## src/hw/rtl/ytv_pkg.sv

```systemverilog
// ----------------------------------------------------------------------------
// ytv_pkg
// Types, constants and helper functions of the yaw torque vectoring block.
// ----------------------------------------------------------------------------
package ytv_pkg;

    // Configuration register indexes
    localparam int CFG_IDX_W = 4;
    localparam logic [CFG_IDX_W-1:0] REG_STEER_GAIN  = 4'd0;
    localparam logic [CFG_IDX_W-1:0] REG_LAT_GAIN    = 4'd1;
    localparam logic [CFG_IDX_W-1:0] REG_FB_GAIN     = 4'd2;
    localparam logic [CFG_IDX_W-1:0] REG_ERR_DB      = 4'd3;
    localparam logic [CFG_IDX_W-1:0] REG_CMD_LIMIT   = 4'd4;
    localparam logic [CFG_IDX_W-1:0] REG_INV_ACCEL   = 4'd5;
    localparam logic [CFG_IDX_W-1:0] REG_FRONT_FRAC  = 4'd6;
    localparam logic [CFG_IDX_W-1:0] REG_ENABLE_THR  = 4'd7;

    // Fixed deadbands on the sensor inputs, Q8.8 magnitude
    localparam logic [16:0] STEER_DEADBAND   = 17'd512;
    localparam logic [16:0] LATERAL_DEADBAND = 17'd128;
    localparam logic [16:0] LONG_DEADBAND    = 17'd128;

    // Pipeline stages
    localparam int NUM_STAGES = 5;
    localparam int ST_GATE = 0;   // enable gate and input deadbands
    localparam int ST_MUL1 = 1;   // first products
    localparam int ST_RND1 = 2;   // round, saturate, error deadband
    localparam int ST_MUL2 = 3;   // second products
    localparam int ST_OUT  = 4;   // final saturation and limit, output word

    typedef struct packed {
        logic signed [15:0] steer_to_yaw_gain;
        logic signed [15:0] lateral_gain;
        logic signed [15:0] yaw_feedback_gain;
        logic [14:0]        yaw_error_deadband;
        logic [14:0]        yaw_command_limit;
        logic [15:0]        inverse_max_accel;
        logic [15:0]        front_reduction_fraction;
        logic [14:0]        enable_threshold;
    } t_cfg;

    typedef struct packed {
        logic [NUM_STAGES-1:0] adv;   // stage register loads this cycle
    } t_pipe_ctrl;

    // Saturate to signed 16 bits
    function automatic logic signed [15:0] sat16(input logic signed [31:0] v);
        logic signed [15:0] res;
        if (v > 32'sd32767) begin
            res = 16'sh7fff;
        end else if (v < -32'sd32768) begin
            res = 16'sh8000;
        end else begin
            res = v[15:0];
        end
        return res;
    endfunction

    // Magnitude of a signed 16-bit value, 17 bits so -32768 fits
    function automatic logic [16:0] mag17(input logic signed [15:0] v);
        logic signed [16:0] w;
        w = 17'(v);
        return v[15] ? unsigned'(-w) : unsigned'(w);
    endfunction

    // Pass value unless gated off or its magnitude is strictly below the deadband
    function automatic logic signed [15:0] db_pass(input logic signed [15:0] v,
                                                   input logic [16:0]        db,
                                                   input logic               en);
        return (!en || (mag17(v) < db)) ? 16'sd0 : v;
    endfunction

endpackage

```

## src/hw/rtl/yaw_torque_vectoring_command_top.sv

```systemverilog
// ----------------------------------------------------------------------------
// yaw_torque_vectoring_command_top
// Yaw moment command and front torque reduction from one sensor sample.
// ----------------------------------------------------------------------------
// Usage:
//   Input channel (i_in_valid / o_in_stall): one word per sample with
//   longitudinal and lateral accel, steering angle, yaw rate and torque
//   command. A word is taken on a rising edge with valid high, stall low.
//   Output channel (o_out_valid / i_out_stall): one result word per sample,
//   yaw moment command and front reduction, in sample order.
//   Config channel (i_cfg_valid / o_cfg_ready): ready is always high; write
//   the eight registers only while no sample is in flight.
//   Pipeline: five register stages (gate, multiply, round, multiply, limit)
//   lie between the accepting edge and o_out_valid.
//   Throughput: one sample per cycle while the output is not stalled;
//   each stage holds one word.
//   Stall: a stalled result holds its stage, upstream stages keep filling
//   empty slots, and o_in_stall rises once every stage is occupied.
//   Reset: all valid bits clear and config registers return to their reset values.
// ----------------------------------------------------------------------------
module yaw_torque_vectoring_command_top (
    input  logic                          i_clk,
    input  logic                          i_rst_n,
    // Sample input
    input  logic                          i_in_valid,
    output logic                          o_in_stall,
    input  logic signed [15:0]            i_long_accel,
    input  logic signed [15:0]            i_lat_accel,
    input  logic signed [15:0]            i_steering_angle,
    input  logic signed [15:0]            i_yaw_rate,
    input  logic [14:0]                   i_torque_command,
    // Result output
    output logic                          o_out_valid,
    input  logic                          i_out_stall,
    output logic signed [15:0]            o_yaw_moment_command,
    output logic [15:0]                   o_front_reduction,
    // Configuration writes
    input  logic                          i_cfg_valid,
    output logic                          o_cfg_ready,
    input  logic [ytv_pkg::CFG_IDX_W-1:0] i_cfg_index,
    input  logic [15:0]                   i_cfg_data
);
    import ytv_pkg::*;

    t_cfg       cfg;
    t_pipe_ctrl ctrl;

    // Hold the register file; it feeds both datapaths directly
    ytv_cfg u_cfg (
        .i_clk       (i_clk),
        .i_rst_n     (i_rst_n),
        .i_cfg_valid (i_cfg_valid),
        .o_cfg_ready (o_cfg_ready),
        .i_cfg_index (i_cfg_index),
        .i_cfg_data  (i_cfg_data),
        .o_cfg       (cfg)
    );

    // Advance every stage that is empty or whose word moves downstream
    ytv_pipe_ctrl u_ctrl (
        .i_clk       (i_clk),
        .i_rst_n     (i_rst_n),
        .i_in_valid  (i_in_valid),
        .o_in_stall  (o_in_stall),
        .o_out_valid (o_out_valid),
        .i_out_stall (i_out_stall),
        .o_ctrl      (ctrl)
    );

    // Yaw moment: gain products, error deadband, sum and symmetric limit
    ytv_yaw_path u_yaw (
        .i_clk                (i_clk),
        .i_cfg                (cfg),
        .i_ctrl               (ctrl),
        .i_lat_accel          (i_lat_accel),
        .i_steering_angle     (i_steering_angle),
        .i_yaw_rate           (i_yaw_rate),
        .i_torque_command     (i_torque_command),
        .o_yaw_moment_command (o_yaw_moment_command)
    );

    // Front reduction: normalize accel, clamp to one, scale by fraction
    ytv_accel_path u_accel (
        .i_clk             (i_clk),
        .i_cfg             (cfg),
        .i_ctrl            (ctrl),
        .i_long_accel      (i_long_accel),
        .i_torque_command  (i_torque_command),
        .o_front_reduction (o_front_reduction)
    );

endmodule

```

## src/hw/rtl/ytv_cfg.sv

```systemverilog
// ----------------------------------------------------------------------------
// ytv_cfg
// Configuration register file, written through a valid/ready channel.
// ----------------------------------------------------------------------------
module ytv_cfg (
    input  logic                           i_clk,
    input  logic                           i_rst_n,
    input  logic                           i_cfg_valid,
    output logic                           o_cfg_ready,
    input  logic [ytv_pkg::CFG_IDX_W-1:0]  i_cfg_index,
    input  logic [15:0]                    i_cfg_data,
    output ytv_pkg::t_cfg                  o_cfg
);
    import ytv_pkg::*;

    t_cfg r_cfg;
    t_cfg n_cfg;

    assign o_cfg_ready = 1'b1;
    assign o_cfg       = r_cfg;

    always_comb begin
        n_cfg = r_cfg;
        if (i_cfg_valid) begin
            case (i_cfg_index)
                REG_STEER_GAIN: n_cfg.steer_to_yaw_gain        = signed'(i_cfg_data);
                REG_LAT_GAIN:   n_cfg.lateral_gain             = signed'(i_cfg_data);
                REG_FB_GAIN:    n_cfg.yaw_feedback_gain        = signed'(i_cfg_data);
                REG_ERR_DB:     n_cfg.yaw_error_deadband       = i_cfg_data[14:0];
                REG_CMD_LIMIT:  n_cfg.yaw_command_limit        = i_cfg_data[14:0];
                REG_INV_ACCEL:  n_cfg.inverse_max_accel        = i_cfg_data;
                REG_FRONT_FRAC: n_cfg.front_reduction_fraction = i_cfg_data;
                REG_ENABLE_THR: n_cfg.enable_threshold         = i_cfg_data[14:0];
                default: ;  // drop writes to unknown indexes
            endcase
        end
    end

    always_ff @(posedge i_clk) begin
        if (!i_rst_n) begin
            r_cfg.steer_to_yaw_gain        <= 16'sd256;
            r_cfg.lateral_gain             <= 16'sd0;
            r_cfg.yaw_feedback_gain        <= 16'sd0;
            r_cfg.yaw_error_deadband       <= 15'd256;
            r_cfg.yaw_command_limit        <= 15'd2560;
            r_cfg.inverse_max_accel        <= 16'd4369;
            r_cfg.front_reduction_fraction <= 16'd0;
            r_cfg.enable_threshold         <= 15'd0;
        end else begin
            r_cfg <= n_cfg;
        end
    end

endmodule

```

## src/hw/rtl/ytv_pipe_ctrl.sv

```systemverilog
// ----------------------------------------------------------------------------
// ytv_pipe_ctrl
// Valid bits and per-stage advance chain of the five-stage pipeline.
// ----------------------------------------------------------------------------
module ytv_pipe_ctrl (
    input  logic                i_clk,
    input  logic                i_rst_n,
    input  logic                i_in_valid,
    output logic                o_in_stall,
    output logic                o_out_valid,
    input  logic                i_out_stall,
    output ytv_pkg::t_pipe_ctrl o_ctrl
);
    import ytv_pkg::*;

    logic [NUM_STAGES-1:0] r_v;
    logic [NUM_STAGES-1:0] n_v;
    logic [NUM_STAGES-1:0] adv;

    // A stage loads when it is empty or its content moves on
    always_comb begin
        adv[ST_OUT] = !r_v[ST_OUT] || !i_out_stall;
        for (int k = NUM_STAGES - 2; k >= 0; k--) begin
            adv[k] = !r_v[k] || adv[k+1];
        end
    end

    always_comb begin
        n_v = r_v;
        for (int k = 0; k < NUM_STAGES; k++) begin
            if (adv[k]) begin
                n_v[k] = (k == 0) ? i_in_valid : r_v[(k == 0) ? 0 : k-1];
            end
        end
    end

    always_ff @(posedge i_clk) begin
        if (!i_rst_n) begin
            r_v <= '0;
        end else begin
            r_v <= n_v;
        end
    end

    assign o_ctrl.adv  = adv;
    assign o_in_stall  = !adv[ST_GATE];
    assign o_out_valid = r_v[ST_OUT];

endmodule

```

## src/hw/rtl/ytv_yaw_path.sv

```systemverilog
// ----------------------------------------------------------------------------
// ytv_yaw_path
// Yaw moment datapath: feedforward on lateral accel plus yaw error feedback.
// ----------------------------------------------------------------------------
module ytv_yaw_path (
    input  logic                i_clk,
    input  ytv_pkg::t_cfg       i_cfg,
    input  ytv_pkg::t_pipe_ctrl i_ctrl,
    input  logic signed [15:0]  i_lat_accel,
    input  logic signed [15:0]  i_steering_angle,
    input  logic signed [15:0]  i_yaw_rate,
    input  logic [14:0]         i_torque_command,
    output logic signed [15:0]  o_yaw_moment_command
);
    import ytv_pkg::*;

    // Gate stage
    logic               r_en_s0,    n_en_s0;
    logic signed [15:0] r_steer_s0, n_steer_s0;
    logic signed [15:0] r_ay_s0,    n_ay_s0;
    logic signed [15:0] r_yaw_s0;
    // First products
    logic               r_en_s1;
    logic signed [31:0] r_tgt_p_s1, n_tgt_p_s1;
    logic signed [31:0] r_ff_p_s1,  n_ff_p_s1;
    logic signed [15:0] r_yaw_s1;
    // Round and error
    logic signed [15:0] r_err_s2,   n_err_s2;
    logic signed [15:0] r_ff_s2,    n_ff_s2;
    // Second product
    logic signed [31:0] r_fb_p_s3,  n_fb_p_s3;
    logic signed [15:0] r_ff_s3;
    // Output
    logic signed [15:0] r_cmd_s4,   n_cmd_s4;

    logic signed [15:0] tgt;
    logic signed [15:0] fb;
    logic signed [15:0] sum;
    logic signed [16:0] lim;

    always_comb begin
        n_en_s0    = i_torque_command >= i_cfg.enable_threshold;
        n_steer_s0 = db_pass(i_steering_angle, STEER_DEADBAND, n_en_s0);
        n_ay_s0    = db_pass(i_lat_accel, LATERAL_DEADBAND, n_en_s0);
    end

    always_comb begin
        n_tgt_p_s1 = 32'(i_cfg.steer_to_yaw_gain) * 32'(r_steer_s0);
        n_ff_p_s1  = 32'(i_cfg.lateral_gain) * 32'(r_ay_s0);
    end

    // Floor to Q8.8 is an arithmetic shift
    always_comb begin
        tgt      = sat16(r_tgt_p_s1 >>> 8);
        n_err_s2 = sat16(32'(tgt) - 32'(r_yaw_s1));
        n_err_s2 = db_pass(n_err_s2, {2'b00, i_cfg.yaw_error_deadband}, r_en_s1);
        n_ff_s2  = sat16(r_ff_p_s1 >>> 8);
    end

    always_comb begin
        n_fb_p_s3 = 32'(i_cfg.yaw_feedback_gain) * 32'(r_err_s2);
    end

    always_comb begin
        fb  = sat16(r_fb_p_s3 >>> 8);
        sum = sat16(32'(r_ff_s3) + 32'(fb));
        lim = signed'({2'b00, i_cfg.yaw_command_limit});
        if (17'(sum) > lim) begin
            n_cmd_s4 = lim[15:0];
        end else if (17'(sum) < -lim) begin
            n_cmd_s4 = 16'(-lim);
        end else begin
            n_cmd_s4 = sum;
        end
    end

    always_ff @(posedge i_clk) begin
        if (i_ctrl.adv[ST_GATE]) begin
            r_en_s0    <= n_en_s0;
            r_steer_s0 <= n_steer_s0;
            r_ay_s0    <= n_ay_s0;
            r_yaw_s0   <= i_yaw_rate;
        end
        if (i_ctrl.adv[ST_MUL1]) begin
            r_en_s1    <= r_en_s0;
            r_tgt_p_s1 <= n_tgt_p_s1;
            r_ff_p_s1  <= n_ff_p_s1;
            r_yaw_s1   <= r_yaw_s0;
        end
        if (i_ctrl.adv[ST_RND1]) begin
            r_err_s2 <= n_err_s2;
            r_ff_s2  <= n_ff_s2;
        end
        if (i_ctrl.adv[ST_MUL2]) begin
            r_fb_p_s3 <= n_fb_p_s3;
            r_ff_s3   <= r_ff_s2;
        end
        if (i_ctrl.adv[ST_OUT]) begin
            r_cmd_s4 <= n_cmd_s4;
        end
    end

    assign o_yaw_moment_command = r_cmd_s4;

endmodule

```

## src/hw/rtl/ytv_accel_path.sv

```systemverilog
// ----------------------------------------------------------------------------
// ytv_accel_path
// Front torque reduction from normalized positive longitudinal acceleration.
// ----------------------------------------------------------------------------
module ytv_accel_path (
    input  logic                i_clk,
    input  ytv_pkg::t_cfg       i_cfg,
    input  ytv_pkg::t_pipe_ctrl i_ctrl,
    input  logic signed [15:0]  i_long_accel,
    input  logic [14:0]         i_torque_command,
    output logic [15:0]         o_front_reduction
);
    import ytv_pkg::*;

    localparam logic [30:0] NORM_ONE = 31'h100_0000;   // 1.0 in Q.24

    logic               n_en_s0;
    logic signed [15:0] r_ax_s0,     n_ax_s0;
    logic [30:0]        r_norm_p_s1, n_norm_p_s1;
    logic [16:0]        r_norm_s2,   n_norm_s2;
    logic [31:0]        r_red_p_s3,  n_red_p_s3;
    logic [15:0]        r_red_s4;

    always_comb begin
        n_en_s0 = i_torque_command >= i_cfg.enable_threshold;
        n_ax_s0 = db_pass(i_long_accel, LONG_DEADBAND, n_en_s0);
    end

    // Only a positive acceleration reduces front torque
    always_comb begin
        if (r_ax_s0 > 16'sd0) begin
            n_norm_p_s1 = 31'(r_ax_s0[14:0]) * 31'(i_cfg.inverse_max_accel);
        end else begin
            n_norm_p_s1 = '0;
        end
    end

    // Clamp to one, then drop to Q.16
    always_comb begin
        if (r_norm_p_s1 > NORM_ONE) begin
            n_norm_s2 = NORM_ONE[24:8];
        end else begin
            n_norm_s2 = r_norm_p_s1[24:8];
        end
    end

    always_comb begin
        n_red_p_s3 = 32'(i_cfg.front_reduction_fraction) * 32'(r_norm_s2);
    end

    always_ff @(posedge i_clk) begin
        if (i_ctrl.adv[ST_GATE]) begin
            r_ax_s0 <= n_ax_s0;
        end
        if (i_ctrl.adv[ST_MUL1]) begin
            r_norm_p_s1 <= n_norm_p_s1;
        end
        if (i_ctrl.adv[ST_RND1]) begin
            r_norm_s2 <= n_norm_s2;
        end
        if (i_ctrl.adv[ST_MUL2]) begin
            r_red_p_s3 <= n_red_p_s3;
        end
        if (i_ctrl.adv[ST_OUT]) begin
            r_red_s4 <= r_red_p_s3[31:16];
        end
    end

    assign o_front_reduction = r_red_s4;

endmodule

```

## config.mk

```make
export PLATFORM = sky130hd
export DESIGN_NAME = yaw_torque_vectoring_command_top
export DESIGN_NICKNAME = d
export VERILOG_FILES = /design/src/hw/rtl/ytv_pkg.sv /design/src/hw/rtl/yaw_torque_vectoring_command_top.sv /design/src/hw/rtl/ytv_cfg.sv /design/src/hw/rtl/ytv_pipe_ctrl.sv /design/src/hw/rtl/ytv_yaw_path.sv /design/src/hw/rtl/ytv_accel_path.sv
export SDC_FILE = /design/constraint.sdc
export NUM_CORES = 2
export LEC_CHECK = 0
export BUFFER_PORTS_ARGS = -buffer_cell sky130_fd_sc_hd__buf_2
export CAP_MARGIN = 10
export CORE_ASPECT_RATIO = 0.9
export CORE_MARGIN = 3
export CORE_UTILIZATION = 37
export CTS_BUF_LIST = sky130_fd_sc_hd__clkbuf_16
export DETAILED_ROUTE_END_ITERATION = 10
export PLACE_DENSITY = 0.62
export SLEW_MARGIN = 40
export SYNTH_ARGS = -nofsm -noshare
export SYNTH_HDL_FRONTEND = slang
export SYNTH_SLANG_ARGS = --single-unit
```

## constraint.sdc

```tcl
create_clock -name i_clk -period 14.79 [get_ports i_clk]
set_input_delay 1.479 -clock i_clk [delete_from_list [all_inputs] [get_ports i_clk]]
set_output_delay 1.479 -clock i_clk [all_outputs]
set_load 0.01 [all_outputs]
```

==> impl_metrics.py <==
metrics = {
    "die": {
        "die_area_mm2": 0.1776,
        "die_width_um": 443.9,
        "num_io_pins": 139,
        "initial_utilization_pct": 37.53,
        "core-area_mm2": 0.1702,
        "fp.dieH_um": 400.1,
        "standard_cell_row_count": 143,
    },
    "layout": {
        "synthToLayoutAreaGrowth_pct": 7.580,
        "layoutNonFillerInstCount": 8889,
        "multiInputGateArea_mm2": 0.04633,
        "layout_common_cells": "sky130_fd_sc_hd__inv_1, sky130_fd_sc_hd__fa_1, sky130_fd_sc_hd__nand2_1, sky130_fd_sc_hd__and2_1, sky130_fd_sc_hd__ha_1",
        "fill_cells": 16590,
        "nets": 8391,
        "final_layout_size_suffix_gt1_share_pct": 4.744,
        "mostFrequentLayoutCell": "sky130_fd_sc_hd__inv_1",
        "register_area_mm2": 0.01155,
    },
    "critical_path": {
        "type_of_element_launching_the_critical_path": "flip-flop",
        "cpPeakStageDelay_ns": 0.47,
        "cp_max_fo": 22,
        "startpoint": "u_yaw.r_tgt_p_s1[30]",
        "rr_worst_depth": 32,
        "worstReg2RegStart": "u_yaw.r_tgt_p_s1[30]",
        "worst-setup-path-type": "reg -> reg",
        "slowest_stage": "sky130_fd_sc_hd__a32oi_1",
        "crit_path_end_kind": "flip-flop",
        "timing.critical_path.required_ns": 15.20,
        "timing.reg2reg.setup_slack_ns": 7.22,
        "worst_ep_arrival_time_ns": 7.98,
    },
    "cts": {
        "cts_setup_buffers": 0,
        "worstSkewPairLatency_ns": 0.73,
        "htree_levels": 2,
        "clock-root-buffer": "sky130_fd_sc_hd__clkbuf_16",
        "clkTransAtPathRegs_ns": 0.07,
        "cts-root-to-sink-buffers": 3,
        "cts.hold.buffers_added": 0,
        "cts_tree": "done",
        "post_cts_resize_count": 0,
        "num_cts_buffers": 57,
        "cts_sinks": 428,
    },
    "logic_synthesis": {
        "synthDistinctLibCells": 78,
        "synth_seq_area_share_pct": 18.09,
        "synth-edff-count": 298,
        "syn_area_per_cell_um2": 9.622,
        "ys.warnings.count": 0,
        "synth_top_area_share_pct": 36.71,
        "synth.cell_area_mm2": 0.06385,
        "top_cell_type_by_total_area_after_synthesis": "sky130_fd_sc_hd__fa_1",
        "postSynthRegisterBits": 428,
        "synthCells": 6636,
        "synth-main-ff-cell": "sky130_fd_sc_hd__edfxtp_1",
        "ys_async_sr_fraction_pct": 0,
        "syn-num-nets": 8436,
        "leading_cell_types_by_total_area_after_synthesis": "sky130_fd_sc_hd__fa_1, sky130_fd_sc_hd__edfxtp_1, sky130_fd_sc_hd__ha_1, sky130_fd_sc_hd__inv_1, sky130_fd_sc_hd__nand2_1",
    },
    "route": {
        "ant_nets": 0,
        "drt_pre_antenna_iters": 6,
        "post_drt_wl_per_cell_um": 17.49,
        "first_iteration_detailed_routing_drc_count": 2750,
        "postRouteWirelength_um": 155400,
        "vias_per_cell": 4.945,
        "num_vias": 43960,
        "drt_drc_violations_left": 0,
    },
    "hold_path": {
        "holdCritPathClass": "reg -> reg",
        "worst_min_delay_path_startpoint": "u_yaw.r_yaw_s0[3]",
        "worst_hold_path.num_cells": 0,
    },
    "power_and_ir_drop": {
        "comb_power_share_pct": 52.8,
        "totalPowerFinal_w": 0.007190,
        "power_density_mw_per_mm2": 104.7,
        "p_leak_nw": 30.70,
        "power.switching_w": 0.003207,
        "power.share.switching_pct": 44.60,
        "power_frac_clock_pct": 20.6,
        "power.internal_w": 0.003983,
        "p_seq_share_pct": 26.7,
        "vdd_ir_drop_max_mv": 0.2054,
    },
    "global_route": {
        "grt_pass1_vias": 46820,
        "grt_first_pass_wirelength_um": 256400,
        "grt_start_max_net_pins": 80,
        "grt_overflow_total": 0,
        "antenna_found_initial": 5,
        "global_route.usage.total_pct": 18.12,
    },
    "sta": {
        "max_transition_viols_final": 0,
        "final.setup.worst_slack_ns": 7.222,
        "clock_skew_ns": 0.08184,
        "tcrit_tclk_final_pct": 51.17,
        "timing.max_slew.rel_slack_pct": 44.88,
        "finalSetupTns_ns": 0,
        "fmax_ghz": 0.1321,
        "unrepaired_setup_endpoints_after_global_routing": "no",
        "period_minus_slack_ns": 7.568,
        "max_slew.worst_pin.slew_ns": 0.8268,
        "setup_violations": 0,
        "timing.final.hold_violations": 0,
    },
    "flow_run": {
        "drv_cap": 0,
    },
    "place": {
        "place_worst_setup_slack_ns": 7.275,
        "numPortBuffers": 137,
        "cell_total_after_placement": 8778,
        "hpwl_um": 122800,
        "place_congestion": 0.8627,
    },
    "outcome": {
        "status": "finished, final reports clean",
    },
}
-- synthesized netlist by cell type (76+ instances only) --
master / count
sky130_fd_sc_hd__nand2_1: 999
sky130_fd_sc_hd__a21boi_0: 76
sky130_fd_sc_hd__o21a_1: 93
sky130_fd_sc_hd__inv_1: 1338
sky130_fd_sc_hd__dfxtp_1: 130
sky130_fd_sc_hd__nor2b_1: 80
sky130_fd_sc_hd__fa_1: 1171
sky130_fd_sc_hd__xnor2_1: 128
sky130_fd_sc_hd__edfxtp_1: 298
sky130_fd_sc_hd__clkbuf_1: 267
sky130_fd_sc_hd__a21oi_1: 120
sky130_fd_sc_hd__and2_1: 534
sky130_fd_sc_hd__nor2_1: 169
sky130_fd_sc_hd__ha_1: 525
-- kinds of logic after synthesis --
logic type	count (synthesis)	synth area share, %
AOI/OAI and AO/OA	562	6.041
xor gates and xnor gates	179	2.455
adders and majority gates	1706	47.16
buffers and inverters	1612	9.514
DFF	428	18.09
muxes	55	0.8720
other	1	0.005873
and+or+nand+nor	2093	15.86
-- per-stage QoR --
| step | util [%] | area (µm²) | hold slack (ns) |
|---|---|---|---|
| 2_1_floorplan | - | 63850 | 0.4003 |
| 3_5_place_dp | 39.16 | 66640 | 0.4045 |
| 3_3_place_gp | 39.13 | 66580 | 0.4036 |
| 5_1_grt | 40.37 | 68690 | 0.4230 |
| 4_1_cts | 40.34 | 68640 | 0.4080 |
| 6_report | 40.37 | 68690 | 0.3958 |
-- state kept, by name, summed over array words and instances (netlist names), 17 cells and up --
signal	cells
u_yaw.r_ff_p_s1	24
u_cfg.o_cfg	125
u_yaw.r_tgt_p_s1	24
u_accel.r_norm_p_s1	31
u_accel.r_norm_s2	17
u_yaw.r_fb_p_s3	24
-- worst max-delay path: cells and delay by family (launching register included) --
family | cells | cell delay (ns)
adder cells (fa/ha/maj) | 4 | 1.17
AND/OR/NAND/NOR | 10 | 1.65
buffers and inverters | 1 | 0.25
AO/OA/AOI/OAI | 17 | 3.88
flip-flops | 1 | 0.39
-- per-layer routing --
metal	vias to the layer above	share of wire, %	wire length, µm	global-route usage [%]
met5	-	0	0	0
li1	20330	-	-	-
met3	199	5.8	8993	2.687
met4	0	2.7	4175	4.868
met2	1114	46	71250	29.37
met1	22320	46	71030	25.38
-- layout make-up --
type	count	area share (%)
inverters	1338	7.315
well taps	2247	4.093
clock inverters	49	0.7741
clock buffers	59	2.149
diodes	2	0.007286
repair buffers	170	1.392
multi-input cells	4596	67.45
flip-flops and latches	428	16.82
-- final timing paths --
path / endpoint
max: u_yaw.r_err_s2[9]
min: u_yaw.r_yaw_s1[3]
max reg2reg: u_yaw.r_err_s2[9]
min reg2reg: u_yaw.r_yaw_s1[3]
-- power groups by stage --
stage	Clock [W]	Combinational [W]	Sequential [W]
4_1_cts	0.00153	0.00378	0.00191
6_report	0.00148	0.00379	0.00192
3_5_place_dp	0	0.00375	0.00193
2_1_floorplan	0	0.00285	0.00170
3_3_place_gp	0	0.00370	0.00193
5_1_grt	0.00158	0.00426	0.00195
No activity file was read; power rests on OpenSTA's default activity.
